<file path="src/hdl/base64_stream_decoder_assert.svh">
// assertion macros shared by the decoder modules
`ifndef BASE64_STREAM_DECODER_ASSERT_SVH
`define BASE64_STREAM_DECODER_ASSERT_SVH

// same-cycle implication, checked outside reset
`define B64D_ASSERT_NOW(label, ante, cons, msg) \
    label: assert property (@(posedge clk) disable iff (!rst_n) (ante) |-> (cons)) \
        else $error(msg);

// next-cycle implication, checked outside reset
`define B64D_ASSERT_NEXT(label, ante, cons, msg) \
    label: assert property (@(posedge clk) disable iff (!rst_n) (ante) |=> (cons)) \
        else $error(msg);

`endif

</file>
<file path="src/hdl/b64d_pkg.sv">
package b64d_pkg;

    localparam int CHAR_W   = 8;
    localparam int SEXTET_W = 6;
    localparam int ACCUM_W  = 18;
    localparam int WORD_W   = 24;
    localparam int BYTES_N  = 3;

    localparam logic [CHAR_W-1:0] PAD_CODE = 8'h3D;

    // result status codes
    localparam logic [1:0] STATUS_OK      = 2'd0;
    localparam logic [1:0] STATUS_BAD_CHR = 2'd1;
    localparam logic [1:0] STATUS_BAD_LEN = 2'd2;

    // one decoded bundle: up to three bytes caused by one item
    typedef struct packed {
        logic                  valid;
        logic [1:0]            cnt;
        logic [BYTES_N-1:0][7:0] bytes;
        logic [1:0]            status;
        logic                  msg_end;
    } b64d_res_t;

    // bit 6 set marks a character outside the alphabet and pad
    function automatic logic [SEXTET_W:0] sextet_of(input logic [CHAR_W-1:0] ch);
        logic [CHAR_W-1:0] d;
        logic [SEXTET_W:0] r;
        d = 8'd0;
        r = 7'h40;
        if (ch >= 8'h41 && ch <= 8'h5A)
        begin
            d = ch - 8'h41;
            r = {1'b0, d[SEXTET_W-1:0]};
        end
        else if (ch >= 8'h61 && ch <= 8'h7A)
        begin
            d = ch - 8'h61 + 8'd26;
            r = {1'b0, d[SEXTET_W-1:0]};
        end
        else if (ch >= 8'h30 && ch <= 8'h39)
        begin
            d = ch - 8'h30 + 8'd52;
            r = {1'b0, d[SEXTET_W-1:0]};
        end
        else if (ch == 8'h2B)
        begin
            r = 7'd62;
        end
        else if (ch == 8'h2F)
        begin
            r = 7'd63;
        end
        else if (ch == PAD_CODE)
        begin
            r = 7'd0;
        end
        return r;
    endfunction

endpackage

</file>
<file path="src/hdl/base64_stream_decoder.sv">
// channel  | dir | tdata (low bit up)                    | tlast    | tuser
// s_axis   | in  | char_code[7:0]                        | msg_last | -
// m_axis   | out | data_byte[7:0], status[9:8], zero pad | msg_end  | run_last
//
// one character enters per cycle unless s_axis stalls; its decode is one
// combinational pass between the input register and the bundle register
// a fourth character yields up to three bytes, sent from the bundle register one
// per cycle while m_tready is high; characters that yield nothing keep flowing meanwhile
// sustained rate: one character per cycle (four characters, three bytes)
// rst_n is asynchronous and clears the group, discard flag and all valids
// a stall on m_axis holds the bundle; s_axis stalls only when a result-making
// character waits for the bundle to drain
module base64_stream_decoder
    import b64d_pkg::*;
(
    input  logic        clk,
    input  logic        rst_n,
    input  logic        s_tvalid,
    output logic        s_tready,
    input  logic [7:0]  s_tdata,   // char_code[7:0]
    input  logic        s_tlast,
    output logic        m_tvalid,
    input  logic        m_tready,
    output logic [15:0] m_tdata,   // data_byte[7:0], status[9:8], zeros[15:10]
    output logic        m_tlast,
    output logic        m_tuser    // run_last
);

    `include "base64_stream_decoder_assert.svh"

    // input register
    logic              in_valid_reg;
    logic [CHAR_W-1:0] in_char_reg;
    logic              in_last_reg;

    // result bundle and serializer
    b64d_res_t         bund_reg;
    logic [1:0]        idx_reg;

    b64d_res_t         res;
    logic              run_last;
    logic              bund_ready;
    logic              advance;
    logic              out_fire;
    logic [7:0]        out_byte;

    b64d_unit u_unit (
        .clk       (clk),
        .rst_n     (rst_n),
        .step      (advance),
        .char_code (in_char_reg),
        .msg_last  (in_last_reg),
        .res       (res)
    );

    assign run_last   = (idx_reg == bund_reg.cnt - 2'd1);
    assign out_fire   = bund_reg.valid && m_tready;
    // bundle slot is free now or frees on this cycle's last byte
    assign bund_ready = !bund_reg.valid || (m_tready && run_last);
    // items that make no result never wait for the bundle
    assign advance    = in_valid_reg && (!res.valid || bund_ready);
    assign s_tready   = !in_valid_reg || advance;

    always_comb
    begin
        case (idx_reg)
            2'd0:    out_byte = bund_reg.bytes[0];
            2'd1:    out_byte = bund_reg.bytes[1];
            2'd2:    out_byte = bund_reg.bytes[2];
            default: out_byte = 8'd0;
        endcase
    end

    assign m_tvalid = bund_reg.valid;
    assign m_tdata  = {6'd0, bund_reg.status, out_byte};
    assign m_tuser  = run_last;
    assign m_tlast  = run_last && bund_reg.msg_end;

    always_ff @(posedge clk or negedge rst_n)
    begin
        if (!rst_n)
        begin
            in_valid_reg <= 1'b0;
        end
        else if (s_tready)
        begin
            in_valid_reg <= s_tvalid;
        end
    end

    always_ff @(posedge clk)
    begin
        if (s_tready && s_tvalid)
        begin
            in_char_reg <= s_tdata;
            in_last_reg <= s_tlast;
        end
    end

    always_ff @(posedge clk or negedge rst_n)
    begin
        if (!rst_n)
        begin
            bund_reg <= '0;
            idx_reg  <= 2'd0;
        end
        else
        begin
            if (advance && res.valid)
            begin
                bund_reg <= res;
                idx_reg  <= 2'd0;
            end
            else if (out_fire)
            begin
                if (run_last)
                begin
                    bund_reg.valid <= 1'b0;
                    idx_reg        <= 2'd0;
                end
                else
                begin
                    idx_reg <= idx_reg + 2'd1;
                end
            end
        end
    end

    `B64D_ASSERT_NOW(a_idx_in_range, bund_reg.valid,
        idx_reg < bund_reg.cnt && bund_reg.cnt != 2'd0, "byte index past bundle count")
    `B64D_ASSERT_NOW(a_error_shape, bund_reg.valid && bund_reg.status != STATUS_OK,
        bund_reg.cnt == 2'd1 && bund_reg.msg_end && out_byte == 8'd0,
        "error result not a single final zero byte")
    `B64D_ASSERT_NEXT(a_idx_step, out_fire && !run_last,
        bund_reg.valid && idx_reg == $past(idx_reg) + 2'd1, "serializer skipped a byte")

endmodule

</file>
<file path="src/hdl/b64d_unit.sv">
module b64d_unit
    import b64d_pkg::*;
(
    input  logic              clk,
    input  logic              rst_n,
    input  logic              step,
    input  logic [CHAR_W-1:0] char_code,
    input  logic              msg_last,
    output b64d_res_t         res
);

    `include "base64_stream_decoder_assert.svh"

    logic [ACCUM_W-1:0] accum_reg, accum_next;
    logic [1:0]         pos_reg, pos_next;
    logic               third_pad_reg, third_pad_next;
    logic               discard_reg, discard_next;

    logic [SEXTET_W:0]  sx;
    logic [WORD_W-1:0]  word;
    logic               is_pad;

    assign sx     = sextet_of(char_code);
    assign is_pad = (char_code == PAD_CODE);
    assign word   = {accum_reg, sx[SEXTET_W-1:0]};

    always_comb
    begin
        accum_next     = accum_reg;
        pos_next       = pos_reg;
        third_pad_next = third_pad_reg;
        discard_next   = discard_reg;
        res            = '0;
        if (discard_reg)
        begin
            if (msg_last)
                discard_next = 1'b0;
        end
        else if (msg_last && pos_reg != 2'd3)
        begin
            // message ended mid group
            accum_next     = '0;
            pos_next       = 2'd0;
            third_pad_next = 1'b0;
            res.valid      = 1'b1;
            res.cnt        = 2'd1;
            res.status     = STATUS_BAD_LEN;
            res.msg_end    = 1'b1;
        end
        else if (sx[SEXTET_W])
        begin
            accum_next     = '0;
            pos_next       = 2'd0;
            third_pad_next = 1'b0;
            discard_next   = !msg_last;
            res.valid      = 1'b1;
            res.cnt        = 2'd1;
            res.status     = STATUS_BAD_CHR;
            res.msg_end    = 1'b1;
        end
        else if (pos_reg != 2'd3)
        begin
            if (pos_reg == 2'd2)
                third_pad_next = is_pad;
            accum_next = {accum_reg[ACCUM_W-SEXTET_W-1:0], sx[SEXTET_W-1:0]};
            pos_next   = pos_reg + 2'd1;
        end
        else
        begin
            accum_next     = '0;
            pos_next       = 2'd0;
            third_pad_next = 1'b0;
            res.valid      = 1'b1;
            res.cnt        = 2'd3;
            // trailing pad on the final group drops bytes
            if (msg_last && is_pad)
                res.cnt = third_pad_reg ? 2'd1 : 2'd2;
            res.bytes[0]   = word[23:16];
            res.bytes[1]   = word[15:8];
            res.bytes[2]   = word[7:0];
            res.status     = STATUS_OK;
            res.msg_end    = msg_last;
        end
    end

    always_ff @(posedge clk or negedge rst_n)
    begin
        if (!rst_n)
        begin
            accum_reg     <= '0;
            pos_reg       <= 2'd0;
            third_pad_reg <= 1'b0;
            discard_reg   <= 1'b0;
        end
        else if (step)
        begin
            accum_reg     <= accum_next;
            pos_reg       <= pos_next;
            third_pad_reg <= third_pad_next;
            discard_reg   <= discard_next;
        end
    end

    `B64D_ASSERT_NOW(a_discard_clean, discard_reg,
        pos_reg == 2'd0 && accum_reg == '0, "group not cleared while discarding")
    `B64D_ASSERT_NOW(a_ok_on_fourth, res.valid && res.status == STATUS_OK,
        pos_reg == 2'd3 && !discard_reg, "bytes emitted outside the fourth character")
    `B64D_ASSERT_NEXT(a_group_restart, step && res.valid,
        pos_reg == 2'd0, "group not restarted after a result")

endmodule

</file>
<file path="config.mk">
export PLATFORM = sky130hd
export DESIGN_NAME = base64_stream_decoder
export DESIGN_NICKNAME = d
export VERILOG_FILES = /design/src/hdl/b64d_pkg.sv /design/src/hdl/base64_stream_decoder.sv /design/src/hdl/b64d_unit.sv
export VERILOG_INCLUDE_DIRS = /design/src /design/src/hdl
export SDC_FILE = /design/constraint.sdc
export NUM_CORES = 1
export LEC_CHECK = 0
export BUFFER_PORTS_ARGS = -buffer_cell sky130_fd_sc_hd__buf_2
export CAP_MARGIN = 40
export CORE_ASPECT_RATIO = 0.8
export CORE_MARGIN = 4
export CORE_UTILIZATION = 59
export DETAILED_ROUTE_END_ITERATION = 16
export GPL_TIMING_DRIVEN = 0
export PLACE_DENSITY = 0.79
export SLEW_MARGIN = 20
export SYNTH_ARGS = -nofsm -noshare
export SYNTH_HDL_FRONTEND = slang
export SYNTH_SLANG_ARGS = --single-unit
</file>
<file path="constraint.sdc">
create_clock -name clk -period 4.12 [get_ports clk]
set_input_delay 0.206 -clock clk [delete_from_list [all_inputs] [get_ports clk]]
set_output_delay 0.206 -clock clk [all_outputs]
set_load 0.1 [all_outputs]
</file>
==> impl_metrics.toml, run 1 <==
[synth]
synth_cells = 354
synth.lib_cells_used.distinct = 58
yosys_register_bits = 64
ys.flop_type = "dfrtp_1"
synth_edf_count = 9
ys_seq_area_frac = 0.468
ys_warn_count = 0
ys_async_sr_fraction = 0.859
avgSynthCellArea_um2 = 9.94
synth_area_mm2 = 0.00352

[route]
vias = 2877
first_iter_violations = 361
drt.antenna.violating_nets = 0
wl_per_cell_um = 17.2
drc_errors = 0
wirelength_um = 8270
viasPerCell = 5.99
firstDrtPassIters = 6

[sta]
clock.fmax_mhz = 273
hold_violations = 0
fin_tns_setup_ps = 0
skew_ps = 8.03
min_period_ps = 3660
finalCritPeriodShare = 0.889
finalSetupViolCount = 0
drv_slew = 0
rsz0062_at_grt = "false"
tightest_slew_ps = 740
slew_headroom = 0.507

[cells_and_area]
syn_to_final_growth_pct = 12.4
largest_register_ffs = 27
layout-drive-gt1-share = 0.167
seqCellArea_mm2 = 0.00165
antenna_cells = 0
final_util = 0.705
mostFrequentLayoutCell = "dfrtp_1"
nFillCells = 431
layout_common_cells = "dfrtp_1 (55), inv_1 (37), nand2_1 (28)"
fin_area_mm2 = 0.00396
multi_input_area_mm2 = 0.00157
final_nets = 425

[setup_path]
critPathArrivalTime_ps = 3460
rrSetupSlack_ps = 500
rr_startpoint = "in_char_reg[2]$_DFFE_PP_"
critPathRequiredTime_ps = 3910
critPathLaunchType = "flop"
slowest_stage = "nor3_2"
endpoint_kind = "output port"
path_class = "reg -> out"
crit_path_cell_trace = "clkbuf_1 > inv_1 > ha_1 > a21o_1 > o311a_1 > nor3_2 > a211o_1 > buf_6 > a21oi_1 > nand2_1 > buf_2"
critPathMaxFanout = 10
r2r-end = "in_char_reg[2]$_DFFE_PP_"
ff2ff_path_depth = 11
slowest_delay_ps = 450

[placed_design]
placed_cell_area_mm2 = 0.00377
place_congestion = 0.898
port_buffers = 26
dp_hpwl_um = 6020

[grt]
grt_overflow = 0
grt_max_degree = 56
track_usage = 0.238
grt_pass1_wl_um = 13500
grt_pass1_vias = 2580
antenna_found_initial = 0

[min_path]
min_to = "in_last_reg$_DFFE_PP_"
holdCritStartpoint = "s_tlast"
hold_path_depth = 1
hold_path.class = "in -> reg"

[clocking]
h-tree-depth = 3
clock-sinks = 64
clk_pin_slew_ps = 60
cts_max_path_buffers = 2
postCtsResizedCells = 0
cts_buffers = 9
clkLatencyLatePin_ps = 340
clock-root-buffer = "clkbuf_8"
cts_tree = "done"

[floorplan]
die_area_mm2 = 0.00727
die_h_um = 77.1
num_io_pins = 33
die_x_um = 94.4
core_area_mm2 = 0.00562
num_rows = 24
initial_core_util = 0.627

[power_and_ir_drop]
irDropWorstVdd_mv = 0.459
power.leakage_nw = 1.81
cellPowerDensity_mw_per_mm2 = 421
pwr-share-clk = 0.283
p_switching_mw = 0.616
p_seq_frac = 0.434
combPwrFrac = 0.283
total_power_mw = 1.67
switching_share = 0.370
power.internal_mw = 1.05

[job]
cap_violations = 0

[status]
status = "finished clean"
## synthesized netlist by cell type, types with 3 or more instances
library cell   n  area, um^2
dfrtp_1       55        1380
inv_1         37         139
nand2_1       28         105
nand4_1       27         169
o21ai_0       27         135
nor2_1        17        63.8
clkbuf_1      14        52.6
ha_1          14         175
mux2i_1       13         130
edfxtp_1       9         270
a222oi_1       8        80.1
buf_4          8        60.1
nand3_1        7        35.0
a21oi_1        6        30.0
o31ai_1        6        45.0
a221oi_1       5        43.8
nand2b_1       5        31.3
o2bb2ai_1      5        43.8
buf_1          4        15.0
buf_6          4        45.0
nor3_1         4        20.0
a21boi_0       3        22.5
and2_1         3        18.8
and3_1         3        18.8
mux2_2         3        33.8
## layout make-up
cell class,count,area share
well taps,78,0.0247
repair buffers,28,0.0373
multi-input cells,226,0.397
clock buffers,12,0.0392
clock inverters,3,0.00443
inverters,37,0.0351
plain buffers,32,0.0462
flip-flops and latches,64,0.416
## worst max-delay path, delay by kind of cell (launching register included)
kind	cells	cell delay (ps)
compound gates	4	730
buf+inv	4	1110
fa+ha+maj	1	330
flops	1	410
simple gates	2	550
## power groups by stage
stage | sequential [mW] | clock, mW | combinational (mW)
finish | 0.724 | 0.472 | 0.471
global route | 0.730 | 0.510 | 0.507
CTS | 0.723 | 0.478 | 0.468
detailed placement | 0.735 | 0 | 0.466
global placement | 0.732 | 0 | 0.460
floorplan | 0.755 | 0 | 0.340
## worst max path at each step
stage | from | end | slack, ps | cells after the start
after floorplan | idx_reg[1]$_DFFE_PN0P_ | in_char_reg[0]$_DFFE_PP_ | 140 | 5
after global placement | in_char_reg[2]$_DFFE_PP_ | in_char_reg[0]$_DFFE_PP_ | 240 | 10
after detailed placement | in_char_reg[2]$_DFFE_PP_ | in_char_reg[4]$_DFFE_PP_ | 520 | 11
after CTS | in_char_reg[2]$_DFFE_PP_ | s_tready | 500 | 11
after global routing | in_char_reg[2]$_DFFE_PP_ | in_char_reg[2]$_DFFE_PP_ | 230 | 11
final | in_char_reg[2]$_DFFE_PP_ | s_tready | 460 | 11
## cell families after synthesis
group,share of synthesized area
AOI/OAI and AO/OA,0.178
xor gates and xnor gates,0.00747
adders and majority gates,0.0498
buffers and inverters,0.0914
DFF,0.468
muxes,0.0466
other,0.00107
and+or+nand+nor,0.158
## per-stage QoR
stage | std cells | setup WS [ps] | hold slack [ps]
after floorplan | 359 | 136 | -89.6
after global placement | 463 | 240 | 383
after detailed placement | 464 | 519 | 295
after CTS | 480 | 503 | 30.9
after global routing | 480 | 228 | 26.3
final | 480 | 458 | 43.0
## routing by layer
layer  up-vias  GRT usage  routed length [um]
met5         -          0                   0
met4         0     0.0779                 114
met3        12     0.0450                 697
met2       127      0.305                3450
met1      1388      0.394                4010
li1       1350          -                   -
## repair_timing
item / in CTS / in global routing
endpoints found under the hold margin: 55 / 0
buffers inserted: 0 / 0
hold buffers: 1 / 0
No activity file was read; power rests on OpenSTA's default activity.
==> run 2: changes to the inputs <==
--- a/config.mk
+++ b/config.mk
@@ -10,10 +10,11 @@
 export CAP_MARGIN = 40
 export CORE_ASPECT_RATIO = 0.8
 export CORE_MARGIN = 4
-export CORE_UTILIZATION = 59
+export CORE_UTILIZATION = 60
+export CTS_BUF_LIST = sky130_fd_sc_hd__clkbuf_4
 export DETAILED_ROUTE_END_ITERATION = 16
 export GPL_TIMING_DRIVEN = 0
-export PLACE_DENSITY = 0.79
+export PLACE_DENSITY = 0.81
 export SLEW_MARGIN = 20
 export SYNTH_ARGS = -nofsm -noshare
 export SYNTH_HDL_FRONTEND = slang
==> run 2 against run 1 <==
Core utilization is 2.3 points higher; fmax decreased by 5.2%; combinational power grew 3%; sequential share of layout area decreased by 0.90 points; clock-buffer cell count is 1 lower; worst setup slack worse by 200 ps; power up 1.1%; critical path type unchanged.
==> impl_metrics.toml, run 2 (synthesis gave the netlist of run 1 again) <==
[grt]
track_usage = 0.254
grt_max_degree = 56
grt_overflow = 0
antenna_found_initial = 0
grt_pass1_wl_um = 14300
grt_pass1_vias = 2783

[floorplan]
die_h_um = 76.5
initial_core_util = 0.634
die_x_um = 93.6
num_io_pins = 33
core_area_mm2 = 0.00556
num_rows = 24
die_area_mm2 = 0.00716

[clocking]
cts_buffers = 9
cts_tree = "done"
h-tree-depth = 3
clk_pin_slew_ps = 100
clkLatencyLatePin_ps = 410
clock-sinks = 64
clock-root-buffer = "clkbuf_4"
cts_max_path_buffers = 2

[sta]
min_period_ps = 3870
clock.fmax_mhz = 259
hold_slack_ps = 84.8
fin_tns_setup_ps = 0
slew_headroom = 0.536
finalSetupViolCount = 0
rsz0062_at_grt = "false"
skew_ps = 7.82
drv_slew = 0
fin_ws_ps = 255
tightest_slew_ps = 696
hold_violations = 0
finalCritPeriodShare = 0.938

[cells_and_area]
final_util = 0.728
mostFrequentLayoutCell = "dfrtp_1"
syn_to_final_growth_pct = 14.9
layoutNonFillerInstCount = 491
fin_area_mm2 = 0.00404
antenna_cells = 0
layout-drive-gt1-share = 0.160
largest_register_ffs = 27
final_nets = 435
layout_common_cells = "dfrtp_1 (55), inv_1 (37), nand2_1 (28)"

[route]
vias = 2994
firstDrtPassIters = 5
drc_errors = 0
wirelength_um = 8690
viasPerCell = 6.10
drt.antenna.violating_nets = 0
first_iter_violations = 334
wl_per_cell_um = 17.7

[placed_design]
placed_cells = 464
dp_hpwl_um = 6030
placed_cell_area_mm2 = 0.00377
dp_slack_ps = 310
place_congestion = 0.959
port_buffers = 26

[status]
status = "finished clean"

[setup_path]
critPathLaunchType = "flop"
critPathRequiredTime_ps = 3910
path_class = "reg -> out"
critPathMaxFanout = 10
endpoint_kind = "output port"
critPathArrivalTime_ps = 3660

[job]
cap_violations = 0

[power_and_ir_drop]
total_power_mw = 1.69
cellPowerDensity_mw_per_mm2 = 417
irDropWorstVdd_mv = 0.488
power.leakage_nw = 1.85

[min_path]
hold_path.class = "in -> reg"
==> run 2: cell types whose count changed in the layout (fill, tap and decap cells not counted), sizes merged <==
cell         previous run  this run
bufinv                  0         2
clkbuf                 27        26
clkinv                  2         3
clkinvlp                1         0
dlygate4sd3             1        11
==> run 2: critical path, cell delays in order (launching register included) <==
cell       delay [ps]
edfxtp_1          460
clkbuf_1          360
inv_1             200
ha_1              300
a2111oi_4         400
and4b_1           260
buf_6             150
a211o_1           270
buf_6             160
a21oi_1           270
nand2_1           100
buf_2             310
==> run 2: area by class of cell <==
class / instances / area (um^2)
Fill cell: 381 / 1510
Tap cell: 78 / 97.6
Timing Repair Buffer: 38 / 248
Buffer: 32 / 183
Clock buffer: 11 / 82.6
Sequential cell: 64 / 1650
Clock inverter: 5 / 71.3
Multi-Input combinational cell: 226 / 1580
Inverter: 37 / 139
==> run 2: metal layers <==
metal / GRT usage / wire (um)
met1: 0.370 / 3880
met2: 0.359 / 3810
met3: 0.0997 / 935
met4: 0.0519 / 70
met5: 0 / 0
==> run 2: timing repair <==
action | in CTS | in global routing
gates resized for setup | 0 | 2
setup endpoints to repair | 0 | 6
buffers inserted | 0 | 0
endpoints found under the hold margin | 65 | 0
hold buffers | 11 | 0
==> run 2: report_power, final <==
part / switching (mW) / internal [mW] / leakage [nW]
Combinational: 0.355 / 0.128 / 0.932
Sequential: 0.0429 / 0.682 / 0.833
Clock: 0.222 / 0.254 / 0.0836
Total: 0.620 / 1.07 / 1.85
==> run 2: final timing paths <==
check	slack, ps	endpoint	depth (start not counted)	startpoint
max	250	s_tready	11	in_char_reg[2]$_DFFE_PP_
min	80	idx_reg[1]$_DFFE_PN0P_	3	m_tready
max reg2reg	620	in_char_reg[0]$_DFFE_PP_	11	in_char_reg[2]$_DFFE_PP_
min reg2reg	490	u_unit.discard_reg$_DFFE_PN0N_	1	in_valid_reg$_DFFE_PN0P_
max in group asynchronous	3270	bund_reg[9]$_DFFE_PN0P_	2	rst_n
min in group asynchronous	370	bund_reg[21]$_DFFE_PN0P_	2	rst_n
==> run 3: changes to the inputs <==
--- a/config.mk
+++ b/config.mk
@@ -10,7 +10,7 @@
 export CAP_MARGIN = 40
 export CORE_ASPECT_RATIO = 0.8
 export CORE_MARGIN = 4
-export CORE_UTILIZATION = 60
+export CORE_UTILIZATION = 61
 export CTS_BUF_LIST = sky130_fd_sc_hd__clkbuf_4
 export DETAILED_ROUTE_END_ITERATION = 16
 export GPL_TIMING_DRIVEN = 0
==> run 3 against run 2 <==
Clock skew grew 3.0 ps; sequential share of layout area grew 0.30 points; design area down 0.74%; sequential cell count stayed put; power shrank 4.4%; die area shrank 1.5%; combinational power about the same; routed wire length down 0.53%; first-iteration DRC count grew 15%; clock power shrank 15%; highest routed layer unchanged.
==> impl_metrics.toml, run 3 (synthesis gave the netlist of run 1 again) <==
[setup_path]
critPathArrivalTime_ps = 3630
critPathLaunchType = "flop"
ff2ff_path_depth = 11
endpoint_kind = "output port"
critPathMaxFanout = 10
critPathRequiredTime_ps = 3910
path_class = "reg -> out"

[sta]
clock.fmax_mhz = 261
fin_ws_ps = 288
fin_tns_setup_ps = 0
skew_ps = 10.8
drv_slew = 0
finalSetupViolCount = 0
hold_slack_ps = 108
rsz0062_at_grt = "false"
slew_headroom = 0.535
hold_violations = 0
finalCritPeriodShare = 0.930
min_period_ps = 3830
tightest_slew_ps = 697

[status]
status = "finished clean"

[cells_and_area]
largest_register_ffs = 27
layout_common_cells = "dfrtp_1 (55), inv_1 (37), nand2_1 (28)"
antenna_cells = 0
layoutNonFillerInstCount = 491
final_nets = 435
fin_area_mm2 = 0.00401
mostFrequentLayoutCell = "dfrtp_1"
syn_to_final_growth_pct = 14.0
nFillCells = 443
layout-drive-gt1-share = 0.162
final_util = 0.726

[route]
firstDrtPassIters = 7
wl_per_cell_um = 17.6
vias = 2968
route.met3.wl_um = 817
met2_length_um = 3780
drc_errors = 0
routed.top_layer = "met4"
wl_met1_um = 3920
first_iter_violations = 385
viasPerCell = 6.04
wirelength_um = 8650
drt.antenna.violating_nets = 0

[min_path]
hold_path_depth = 3
hold_path.class = "in -> reg"

[floorplan]
die_x_um = 92.9
num_rows = 24
core_area_mm2 = 0.00553
num_io_pins = 33
die_area_mm2 = 0.00706
initial_core_util = 0.637
die_h_um = 75.9

[clocking]
cts_tree = "done"
cts_hold_buf = 11
cts_setup_buffers = 0
clkLatencyLatePin_ps = 400
postCtsResizedCells = 0
clock-sinks = 64
clk_pin_slew_ps = 100
cts_buffers = 9
h-tree-depth = 3
cts_max_path_buffers = 2
clock-root-buffer = "clkbuf_4"

[grt]
grt_max_degree = 56
grt_pass1_vias = 2818
grt_pass1_wl_um = 14300
antenna_found_initial = 0
grt_overflow = 0
track_usage = 0.258

[placed_design]
port_buffers = 26
placed_cell_area_mm2 = 0.00377
place_congestion = 0.911
dp_slack_ps = 501
placed_cells = 464
dp_hpwl_um = 6090

[job]
cap_violations = 0

[power_and_ir_drop]
irDropWorstVdd_mv = 0.494
cellPowerDensity_mw_per_mm2 = 401
power.leakage_nw = 1.83
total_power_mw = 1.61
==> run 3: per-layer routing <==
metal  vias up  GRT usage
li1       1382          -
met4         0     0.0849
met3        18     0.0693
met2       150      0.359
met1      1418      0.390
met5         -          0
==> run 3: worst max-delay path, cell delays in order (launching register included) <==
cell and delay (ps):
edfxtp_1 420, clkbuf_1 360, inv_1 180, ha_1 320
a21o_1 220, o311a_1 130, nor3_2 490, a211o_1 260
buf_6 180, a21oi_1 130, nand2_1 110, buf_2 430
==> run 3: report_power, final <==
part | switching [mW] | internal (mW) | leakage, nW
logic | 0.355 | 0.128 | 0.931
clock network | 0.226 | 0.179 | 0.0668
registers | 0.0411 | 0.682 | 0.833
==> run 3: path summary, 6_finish.rpt <==
path                                     startpoint                               end  slack, ps
min in group asynchronous                     rst_n          bund_reg[11]$_DFFE_PN0P_        370
max reg2reg                in_char_reg[2]$_DFFE_PP_          in_char_reg[0]$_DFFE_PP_        410
min reg2reg                in_valid_reg$_DFFE_PN0P_    u_unit.discard_reg$_DFFE_PN0N_        480
max                        in_char_reg[2]$_DFFE_PP_                          s_tready        290
max in group asynchronous                     rst_n  u_unit.accum_reg[16]$_DFFE_PN0P_       3270
min                                        m_tready            idx_reg[1]$_DFFE_PN0P_        110
==> run 3: area by class of cell <==
type                    instances  area (um^2)  share of cell area
plain buffers                  32          183              0.0455
clock buffers                   9         67.6              0.0168
clock inverters                 7         62.6              0.0156
inverters                      37          139              0.0346
multi-input cells             226         1570               0.391
flip-flops and latches         64         1650               0.410
well taps                      78         97.6              0.0243
repair buffers                 38          248              0.0617
